[config.mk]
export PLATFORM = sky130hd
export DESIGN_NAME = char_lcd_nibble_write_queue_top
export DESIGN_NICKNAME = d
export VERILOG_FILES = /design/src/hw/rtl/clcd_pkg.sv /design/src/hw/rtl/char_lcd_nibble_write_queue_top.sv /design/src/hw/rtl/clcd_queue.sv /design/src/hw/rtl/clcd_engine.sv
export SDC_FILE = /design/constraint.sdc
export NUM_CORES = 1
export LEC_CHECK = 0
export ABC_AREA = 1
export BUFFER_PORTS_ARGS = -buffer_cell sky130_fd_sc_hd__buf_2
export CELL_PAD_IN_SITES_DETAIL_PLACEMENT = 1
export CELL_PAD_IN_SITES_GLOBAL_PLACEMENT = 2
export CORE_MARGIN = 10
export CORE_UTILIZATION = 25
export DETAILED_ROUTE_END_ITERATION = 10
export GPL_TIMING_DRIVEN = 0
export HOLD_SLACK_MARGIN = 0.02
export PLACE_DENSITY_LB_ADDON = 0.05
export SYNTH_ARGS = -nofsm -noshare
export SYNTH_HDL_FRONTEND = slang
export SYNTH_SLANG_ARGS = --single-unit
[constraint.sdc]
create_clock -name clk -period 5.45 [get_ports clk]
set_clock_uncertainty 0.15 [all_clocks]
set_input_delay 0.545 -clock clk [delete_from_list [all_inputs] [get_ports clk]]
set_output_delay 0.545 -clock clk [all_outputs]
set_load 0.03 [all_outputs]
[src/hw/rtl/clcd_pkg.sv]
// shared types and constants for the character lcd nibble write queue
// no dependencies; used by clcd_queue, clcd_engine and the top level
package clcd_pkg;

  // defaults
  localparam int unsigned QUEUE_DEPTH_DEF = 64;
  localparam logic [7:0]  STARTUP_RESET   = 8'd50;
  localparam logic [7:0]  NIBBLES_PER_BYTE = 8'd2;

  // input operation codes
  localparam logic OP_ENQUEUE = 1'b0;
  localparam logic OP_TICK    = 1'b1;

  // input beat payload
  typedef struct packed {
    logic       op;
    logic       is_cmd;
    logic [7:0] byte_value;
  } in_item_t;

  // result beat payload
  typedef struct packed {
    logic       accepted;
    logic       rs_level;
    logic       enable_level;
    logic [3:0] data_nibble;
    logic       queue_empty;
  } out_item_t;

  // one queued byte
  typedef struct packed {
    logic       is_cmd;
    logic [7:0] value;
  } entry_t;

  // queue status seen by the engine and the top level
  typedef struct packed {
    logic   empty;
    logic   full;
    logic   empty_nxt;
    entry_t head;
  } q_stat_t;

  // lcd pin levels
  typedef struct packed {
    logic       rs;
    logic       e;
    logic [3:0] nibble;
  } pins_t;

endpackage

[src/hw/rtl/char_lcd_nibble_write_queue_top.sv]
// top level of the character lcd nibble write queue
// depends on clcd_pkg, clcd_queue and clcd_engine
//
// usage:
//   in channel (in_valid/in_stall/in_item): each beat is either an enqueue of
//   a command or data byte, or one timer tick that advances the lcd engine.
//   out channel (out_valid/out_stall/out_item): exactly one result beat per
//   input beat, with the enqueue status, the RS, E and DB7..DB4 pin levels
//   and the queue empty flag after the step.
//   cfg channel (cfg_valid/cfg_ready/cfg_data): writes startup_ticks; always
//   ready. Written during the start-up wait it restarts the wait.
// timing and throughput:
//   a result is taken into the output register in the cycle after its input beat;
//   one beat per cycle while the receiver does not stall, set by the single queue
//   write port and the registered head read that always tracks the oldest entry.
// reset:
//   pointers clear, pins go low, the engine enters the start-up wait with the
//   default count of 50 ticks. Queue storage is not cleared.
// stall:
//   in_stall is raised while a result waits in the output register and the
//   receiver stalls; the result holds until taken.
module char_lcd_nibble_write_queue_top #(
  parameter int unsigned QUEUE_DEPTH = clcd_pkg::QUEUE_DEPTH_DEF
) (
  input  logic                clk,
  input  logic                rst_n,
  input  logic                in_valid,
  output logic                in_stall,
  input  clcd_pkg::in_item_t  in_item,
  output logic                out_valid,
  input  logic                out_stall,
  output clcd_pkg::out_item_t out_item,
  input  logic                cfg_valid,
  output logic                cfg_ready,
  input  logic [7:0]          cfg_data
);

  logic                in_beat, push, tick, pop;
  logic                out_valid_r;
  clcd_pkg::out_item_t out_item_r;
  clcd_pkg::entry_t    push_entry;
  clcd_pkg::q_stat_t   stat;
  clcd_pkg::pins_t     pins_nxt;

  // handshake
  assign in_stall  = out_valid_r & out_stall;
  assign in_beat   = in_valid & ~in_stall;
  assign cfg_ready = 1'b1;
  assign push      = in_beat && (in_item.op == clcd_pkg::OP_ENQUEUE) && !stat.full;
  assign tick      = in_beat && (in_item.op == clcd_pkg::OP_TICK);

  assign push_entry.is_cmd = in_item.is_cmd;
  assign push_entry.value  = in_item.byte_value;

  clcd_queue #(
    .QUEUE_DEPTH(QUEUE_DEPTH)
  ) u_queue (
    .clk       (clk),
    .rst_n     (rst_n),
    .push      (push),
    .push_entry(push_entry),
    .pop       (pop),
    .stat      (stat)
  );

  clcd_engine u_engine (
    .clk      (clk),
    .rst_n    (rst_n),
    .tick     (tick),
    .cfg_we   (cfg_valid & cfg_ready),
    .cfg_value(cfg_data),
    .stat     (stat),
    .pop      (pop),
    .pins_nxt (pins_nxt)
  );

  // output valid
  always_ff @(posedge clk) begin
    if (!rst_n) begin
      out_valid_r <= 1'b0;
    end else begin
      out_valid_r <= in_beat | (out_valid_r & out_stall);
    end
  end

  // output payload
  always_ff @(posedge clk) begin
    if (in_beat) begin
      out_item_r.accepted     <= push;
      out_item_r.rs_level     <= pins_nxt.rs;
      out_item_r.enable_level <= pins_nxt.e;
      out_item_r.data_nibble  <= pins_nxt.nibble;
      out_item_r.queue_empty  <= stat.empty_nxt;
    end
  end

  assign out_valid = out_valid_r;
  assign out_item  = out_item_r;

endmodule

[src/hw/rtl/clcd_queue.sv]
// ring queue of command or data bytes with a registered head read
// depends on clcd_pkg (entry_t, q_stat_t)
module clcd_queue #(
  parameter int unsigned QUEUE_DEPTH = clcd_pkg::QUEUE_DEPTH_DEF
) (
  input  logic              clk,
  input  logic              rst_n,
  input  logic              push,
  input  clcd_pkg::entry_t  push_entry,
  input  logic              pop,
  output clcd_pkg::q_stat_t stat
);

  localparam int unsigned AW = (QUEUE_DEPTH > 1) ? $clog2(QUEUE_DEPTH) : 1;
  localparam logic [AW-1:0] LAST = AW'(QUEUE_DEPTH - 1);

  clcd_pkg::entry_t mem [QUEUE_DEPTH];
  clcd_pkg::entry_t head_r;

  logic [AW-1:0] wr_ptr_r, wr_ptr_nxt, wr_ptr_inc;
  logic [AW-1:0] rd_ptr_r, rd_ptr_nxt, rd_ptr_inc;

  // pointer advance with wrap at the queue depth
  assign wr_ptr_inc = (wr_ptr_r == LAST) ? '0 : wr_ptr_r + AW'(1);
  assign rd_ptr_inc = (rd_ptr_r == LAST) ? '0 : rd_ptr_r + AW'(1);
  assign wr_ptr_nxt = push ? wr_ptr_inc : wr_ptr_r;
  assign rd_ptr_nxt = pop  ? rd_ptr_inc : rd_ptr_r;

  // pointers
  always_ff @(posedge clk) begin
    if (!rst_n) begin
      wr_ptr_r <= '0;
      rd_ptr_r <= '0;
    end else begin
      wr_ptr_r <= wr_ptr_nxt;
      rd_ptr_r <= rd_ptr_nxt;
    end
  end

  // storage; head register tracks the entry at the next read pointer,
  // forwarding a write that lands on that slot in the same cycle
  always_ff @(posedge clk) begin
    if (push) begin
      mem[wr_ptr_r] <= push_entry;
    end
    if (push && (wr_ptr_r == rd_ptr_nxt)) begin
      head_r <= push_entry;
    end else begin
      head_r <= mem[rd_ptr_nxt];
    end
  end

  // status, one slot always stays free
  assign stat.empty     = (wr_ptr_r == rd_ptr_r);
  assign stat.full      = (wr_ptr_inc == rd_ptr_r);
  assign stat.empty_nxt = (wr_ptr_nxt == rd_ptr_nxt);
  assign stat.head      = head_r;

endmodule

[src/hw/rtl/clcd_engine.sv]
// hd44780 style 4-bit write sequencer: start-up wait, then two nibbles per byte
// depends on clcd_pkg (q_stat_t, pins_t, constants)
module clcd_engine (
  input  logic              clk,
  input  logic              rst_n,
  input  logic              tick,
  input  logic              cfg_we,
  input  logic [7:0]        cfg_value,
  input  clcd_pkg::q_stat_t stat,
  output logic              pop,
  output clcd_pkg::pins_t   pins_nxt
);

  localparam logic [2:0] PH_WAIT   = 3'd0;
  localparam logic [2:0] PH_IDLE   = 3'd1;
  localparam logic [2:0] PH_E_HIGH = 3'd2;
  localparam logic [2:0] PH_E_LOW  = 3'd3;
  localparam logic [2:0] PH_NEXT   = 3'd4;

  logic [2:0]      phase_r, phase_nxt;
  logic [7:0]      cnt_r, cnt_nxt, cnt_dec;
  logic [7:0]      startup_r, startup_nxt;
  clcd_pkg::pins_t pins_r;

  assign cnt_dec = cnt_r - 8'd1;

  // phase sequencing on each tick, register write reloads the wait
  always_comb begin
    phase_nxt   = phase_r;
    cnt_nxt     = cnt_r;
    startup_nxt = startup_r;
    pins_nxt    = pins_r;
    pop         = 1'b0;
    if (tick) begin
      unique case (phase_r)
        PH_WAIT: begin
          cnt_nxt = cnt_dec;
          if (cnt_dec == 8'd0) begin
            phase_nxt = PH_IDLE;
          end
        end
        PH_IDLE: begin
          if (!stat.empty) begin
            pins_nxt.rs     = ~stat.head.is_cmd;
            pins_nxt.nibble = stat.head.value[7:4];
            cnt_nxt         = clcd_pkg::NIBBLES_PER_BYTE;
            phase_nxt       = PH_E_HIGH;
          end
        end
        PH_E_HIGH: begin
          pins_nxt.e = 1'b1;
          phase_nxt  = PH_E_LOW;
        end
        PH_E_LOW: begin
          pins_nxt.e = 1'b0;
          phase_nxt  = PH_NEXT;
        end
        PH_NEXT: begin
          cnt_nxt = cnt_dec;
          if (cnt_dec != 8'd0) begin
            pins_nxt.nibble = stat.head.value[3:0];
            phase_nxt       = PH_E_HIGH;
          end else begin
            pop       = 1'b1;
            phase_nxt = PH_IDLE;
          end
        end
        default: begin
          phase_nxt = PH_IDLE;
        end
      endcase
    end
    if (cfg_we) begin
      startup_nxt = cfg_value;
      if (phase_r == PH_WAIT) begin
        cnt_nxt = cfg_value;
      end
    end
  end

  // state registers
  always_ff @(posedge clk) begin
    if (!rst_n) begin
      phase_r   <= PH_WAIT;
      cnt_r     <= clcd_pkg::STARTUP_RESET;
      startup_r <= clcd_pkg::STARTUP_RESET;
      pins_r    <= '0;
    end else begin
      phase_r   <= phase_nxt;
      cnt_r     <= cnt_nxt;
      startup_r <= startup_nxt;
      pins_r    <= pins_nxt;
    end
  end

endmodule

== After elaboration in Yosys (flattened, before gate mapping) ==
Memory sizes are Yosys's and may differ from the RTL's. A register that Yosys moved wholly into a read port is not among the register bits.
Index checks and enable logic that the tools add are counted.
Widths: inputs -> output; s select.

* Flip-flop bits (word level): 38
* RAM bits: 576
* Input bits: 23
* Logic and storage cells: 68
* Memories kept: 1

{| class="wikitable"
|+ Memory list
! memory !! words !! bits a word !! rd ports !! clocked after memory_dff !! wr ports !! RTL line !! text
|-
| u_queue.mem || 64 || 9 || 1 || 1 || 1 || clcd_queue.sv:17 || <nowiki>clcd_pkg::entry_t mem [QUEUE_DEPTH];</nowiki>
|}

* Add/subtract/negate cells: 3
* Equality and inequality tests: 11
* Muxes and demuxes: 25
* Bitwise operators: 6
* Reduce and logical (&&, ||, !) cells: 9

{| class="wikitable"
|+ Operators with widths
! kind !! number
|-
| $mux 8 || 4
|-
| $mux 6 || 5
|-
| $eq 6x6->1 || 3
|-
| $pmux 8 s2 || 1
|-
| $pmux 3 s5 || 1
|-
| $add 6x1->6 const B || 2
|-
| $eq 6x6->1 const B || 2
|-
| $logic_not 8->1 || 1
|-
| $mux 4 || 2
|-
| $pmux 4 s2 || 1
|-
| $reduce_bool 8->1 || 1
|-
| $sub 8x1->8 const B || 1
|-
| $mux 1 || 7
|-
| $eq 3x2->1 const B || 2
|-
| $mux 3 || 2
|-
| $eq 3x1->1 const B || 1
|-
| $eq 3x3->1 const B || 1
|-
| $logic_and 1x1->1 || 3
|-
| $logic_not 3->1 || 1
|-
| $not 1->1 || 3
|-
| $reduce_and 3->1 || 1
|-
| $and 1x1->1 || 2
|-
| $mux 2 || 1
|-
| $ne 2x1->1 const B || 1
|-
| 5 further kinds || 5
|}

== Logic depth before layout (Yosys ltp) ==
* Depth in word-level cells: 7
* Mapped depth: 19
* Gate-level depth less buffers: 19

== Hierarchy ==
Synthesis repeated with hierarchy kept, for this count alone.

* Cells, all modules: 2393
* Area, all modules: 26063.7 um2

{| class="wikitable"
|+ By module, submodules not included
! module !! times used !! cells each !! area an instance (um2) !! sequential area each (um2)
|-
| clcd_queue || 1 || 2182 || 24561.1 || 17656.9
|-
| clcd_engine || 1 || 188 || 1179.9 || 340.3
|-
| char_lcd_nibble_write_queue_top || 1 || 23 || 322.8 || 260.2
|}

== Worst setup path after synthesis ==
OpenSTA, ideal clock, no wires.

* Path type: in2reg
* Start point: input out_stall
* End point: register out_item_r, in the netlist out_item[0] (data pin)
* Arrival: 2.274 ns
* Slack: 2.775 ns
* Stages: 14
* Path buffers: 0
* Path through: nand2_1 inv_1 nor2_1 nand2_1 inv_1 nand4_1 nand2_1 nand2_2 inv_1 nand2_1 nand2_1 clkinv_1 nand2_1 nor2_1

{| class="wikitable"
|+ RTL lines
! element !! RTL line !! text
|-
| start: declaration || char_lcd_nibble_write_queue_top.sv:31 || <nowiki>input logic out_stall,</nowiki>
|-
| end: declaration || char_lcd_nibble_write_queue_top.sv:40 || <nowiki>clcd_pkg::out_item_t out_item_r;</nowiki>
|}

==> metrics.cfg <==
[grt]
grt_max_degree = 65
grt.busiest_layer = met2
use_met2 = 0.3158
grt_pass1_wl_mm = 156.9
overflow = 0
antenna_found_initial = 2
grt_use_total = 0.1906
use_met1 = 0.2621
use_met3 = 0.02494
grt_pass1_vias = 19320

[clocking]
cts_sinks = 620
cts_root_buf = clkbuf_16
ctsHtreeMaxLevel = 3
clk_path_buf_depth = 3
cts_tree = done
cts_setup_buffers = 0
numCtsBuffers = 77
clkSlewWorstSetupHoldPaths_ns = 0.06
worstSkewPairLatency_ns = 0.64

[run]
cap_violations = 0

[floorplan]
die_area_mm2 = 0.1173
coreArea_mm2 = 0.1033
die_height_um = 342.5
io_pins = 34
num_rows = 118
start_util = 0.2516
die_w_um = 342.5

[logic_synthesis]
synth_nets = 2359
synth-warning-count = 0
synth_top_flop_cell = edfxtp_1
synth_async_sr_flop_share = 0
synth_seq_cells = 620
synth_seq_area_share = 0.7020
netlist_instances = 2332
synth-edff-count = 584
synth_cell_types = 43
synth_area_mm2 = 0.02601
synth_area_per_cell_um2 = 11.15

[sta]
layout_setup_ws_ns = 1.064
setup-violations-final = 0
hold_viol_final = 0
finalMaxSlewViolations = 0
rsz0062_at_grt = false
fmax_mhz = 228.0
timing.final.crit_share = 0.8048
slew_headroom = 0.01970
min_period_ns = 4.386
fin_tns_setup_ns = 0
tightest_slew_ns = 1.470

[worst_setup_path]
worstSetupPathType = reg2reg
path_cells = inv_2 -> buf_2 -> clkbuf_1 -> nand3_1 -> nand3_1 -> nand3_1 -> a21oi_1 -> o21ai_0 -> nand2_1 -> nand2_1 -> nand2_1 -> nand2_1
startpoint_type = flop
end_kind = flop
crit_required_ns = 5.67
crit_slowest_cell = clkbuf_1
crit_top_cell = nand2_1
cp_max_fo = 10
slowest_delay_ns = 0.95
cp.arrival_ns = 4.61

[place]
port_buffers = 31
dpl.hpwl_mm = 77.56
gp_congestion = 0.8006
place_ws_ns = 1.180

[routing]
drtAntennaViolNets = 0
drc = 0
drt_wl_total_mm = 113.1
drtPass1Iterations = 5
first_iter_violations = 1459
via_per_inst = 4.810
wire_per_inst_um = 28.99
num_vias = 18770

[power_and_ir_drop]
power.leakage_nw = 10.62
power_mw = 10.44
power.density_mw_per_mm2 = 341.2
peakVddDrop_v = 0.0001984

[finish]
most-common-layout-cells = nand2_1, edfxtp_1, nand3_1
final_common_cell = nand2_1
diodes = 0
fillers = 11460
nNetsFinal = 2492
area_growth_syn_to_layout_pct = 17.67
drive_above_1_share = 0.1074

[outcome]
outcome = finished, final reports clean

[hold_path]
hold_path_class = in2reg

==> metal layers <==
| layer | part of all wire | up-vias |
|---|---|---|
| met5 | 0.000062 | - |
| met2 | 0.48 | 410 |
| met4 | 0.019 | 2 |
| li1 | - | 8471 |
| met1 | 0.46 | 9785 |
| met3 | 0.042 | 105 |
==> final cells by class <==
cell class	instances	area [µm²]	share of cell area
Clock inverter	36	266.5	0.008709
Buffer	138	628.1	0.02053
Timing Repair Buffer	54	450.4	0.01472
Tap cell	1380	1727	0.05643
Sequential cell	620	18260	0.5966
Clock buffer	101	2091	0.06832
Multi-Input combinational cell	1511	6932	0.2265
Inverter	63	249.0	0.008137
==> synth_stat cells (4+ instances only) <==
cell / instances / area, µm²
ha_1: 4 / 50.05
nand4_1: 9 / 56.30
o22ai_1: 15 / 93.84
nand3_1: 520 / 2603
nor3_1: 5 / 25.02
edfxtp_1: 584 / 17540
nor2_1: 134 / 503.0
buf_4: 6 / 45.04
clkbuf_1: 53 / 198.9
inv_1: 52 / 195.2
o21ai_0: 52 / 260.3
xor2_1: 4 / 35.03
buf_2: 45 / 225.2
buf_1: 31 / 116.4
inv_2: 7 / 26.28
nand2_1: 679 / 2549
nand2_2: 8 / 50.05
nand4_4: 7 / 148.9
nor2_2: 9 / 56.30
dfxtp_1: 36 / 720.7
a21oi_1: 32 / 160.2
==> worst paths after layout <==
kind	start	slack [ns]	to	depth (start not counted)
setup / recovery	flop	1.06	out_item[2]$_DFFE_PP_	12
hold / removal	cfg_data[7]	0.06	u_engine.cnt_r[7]$_SDFF_PN0_	3
setup reg to reg	flop	1.06	out_item[2]$_DFFE_PP_	12
hold reg to reg	u_engine.pins_r[2]$_SDFF_PN0_	0.32	u_engine.pins_r[2]$_SDFF_PN0_	2
==> critical path: cells and delay by family, from the launching register on <==
kind                   cells  cell delay (ns)
AND/OR/NAND/NOR            7             1.22
flip-flops                 1             0.37
AO/OA/AOI/OAI              2             0.86
buffers and inverters      3             1.52
==> power by group <==
part | internal (mW) | leakage, nW | total [mW] | switching, mW
clock | 2.84 | 1.14 | 4.91 | 2.07
combinational | 0.0617 | 3.93 | 0.290 | 0.229
sequential | 5.23 | 5.55 | 5.24 | 0.00971
==> state kept, by name, summed over array words and instances, names as in the netlist, named ones only <==
register          flops
u_queue.mem         576
u_engine.pins_r       6
u_queue.wr_ptr_r      6
out_valid             1
u_engine.cnt_r        8
u_engine.phase_r      3
u_queue.rd_ptr_r      6
out_item              8
==> stage by stage <==
stage	util	instance area [µm²]	hold slack [ns]	std cells
3_3_place_gp	0.2698	27890	0.3132	3743
2_1_floorplan	-	26010	0.3008	2332
4_1_cts	0.2959	30590	0.03042	3903
3_5_place_dp	0.2725	28160	0.3174	3759
6_report	0.2961	30600	0.06463	3903
5_1_grt	0.2961	30600	0.07134	3903
==> cells by family after synthesis <==
logic type      share of synthesized area
flops                              0.7020
compound gates                    0.02367
xor+xnor                         0.002983
buf+inv                           0.03373
fa+ha+maj                        0.001925
other cells                     0.0001442
simple gates                       0.2355
==> repair_timing <==
action,in CTS,in global routing
endpoints found under the hold margin,7,0
setup endpoints to repair,0,0
resized for setup,0,0
hold buffers,7,0
No activity file was read; power rests on OpenSTA's default activity.
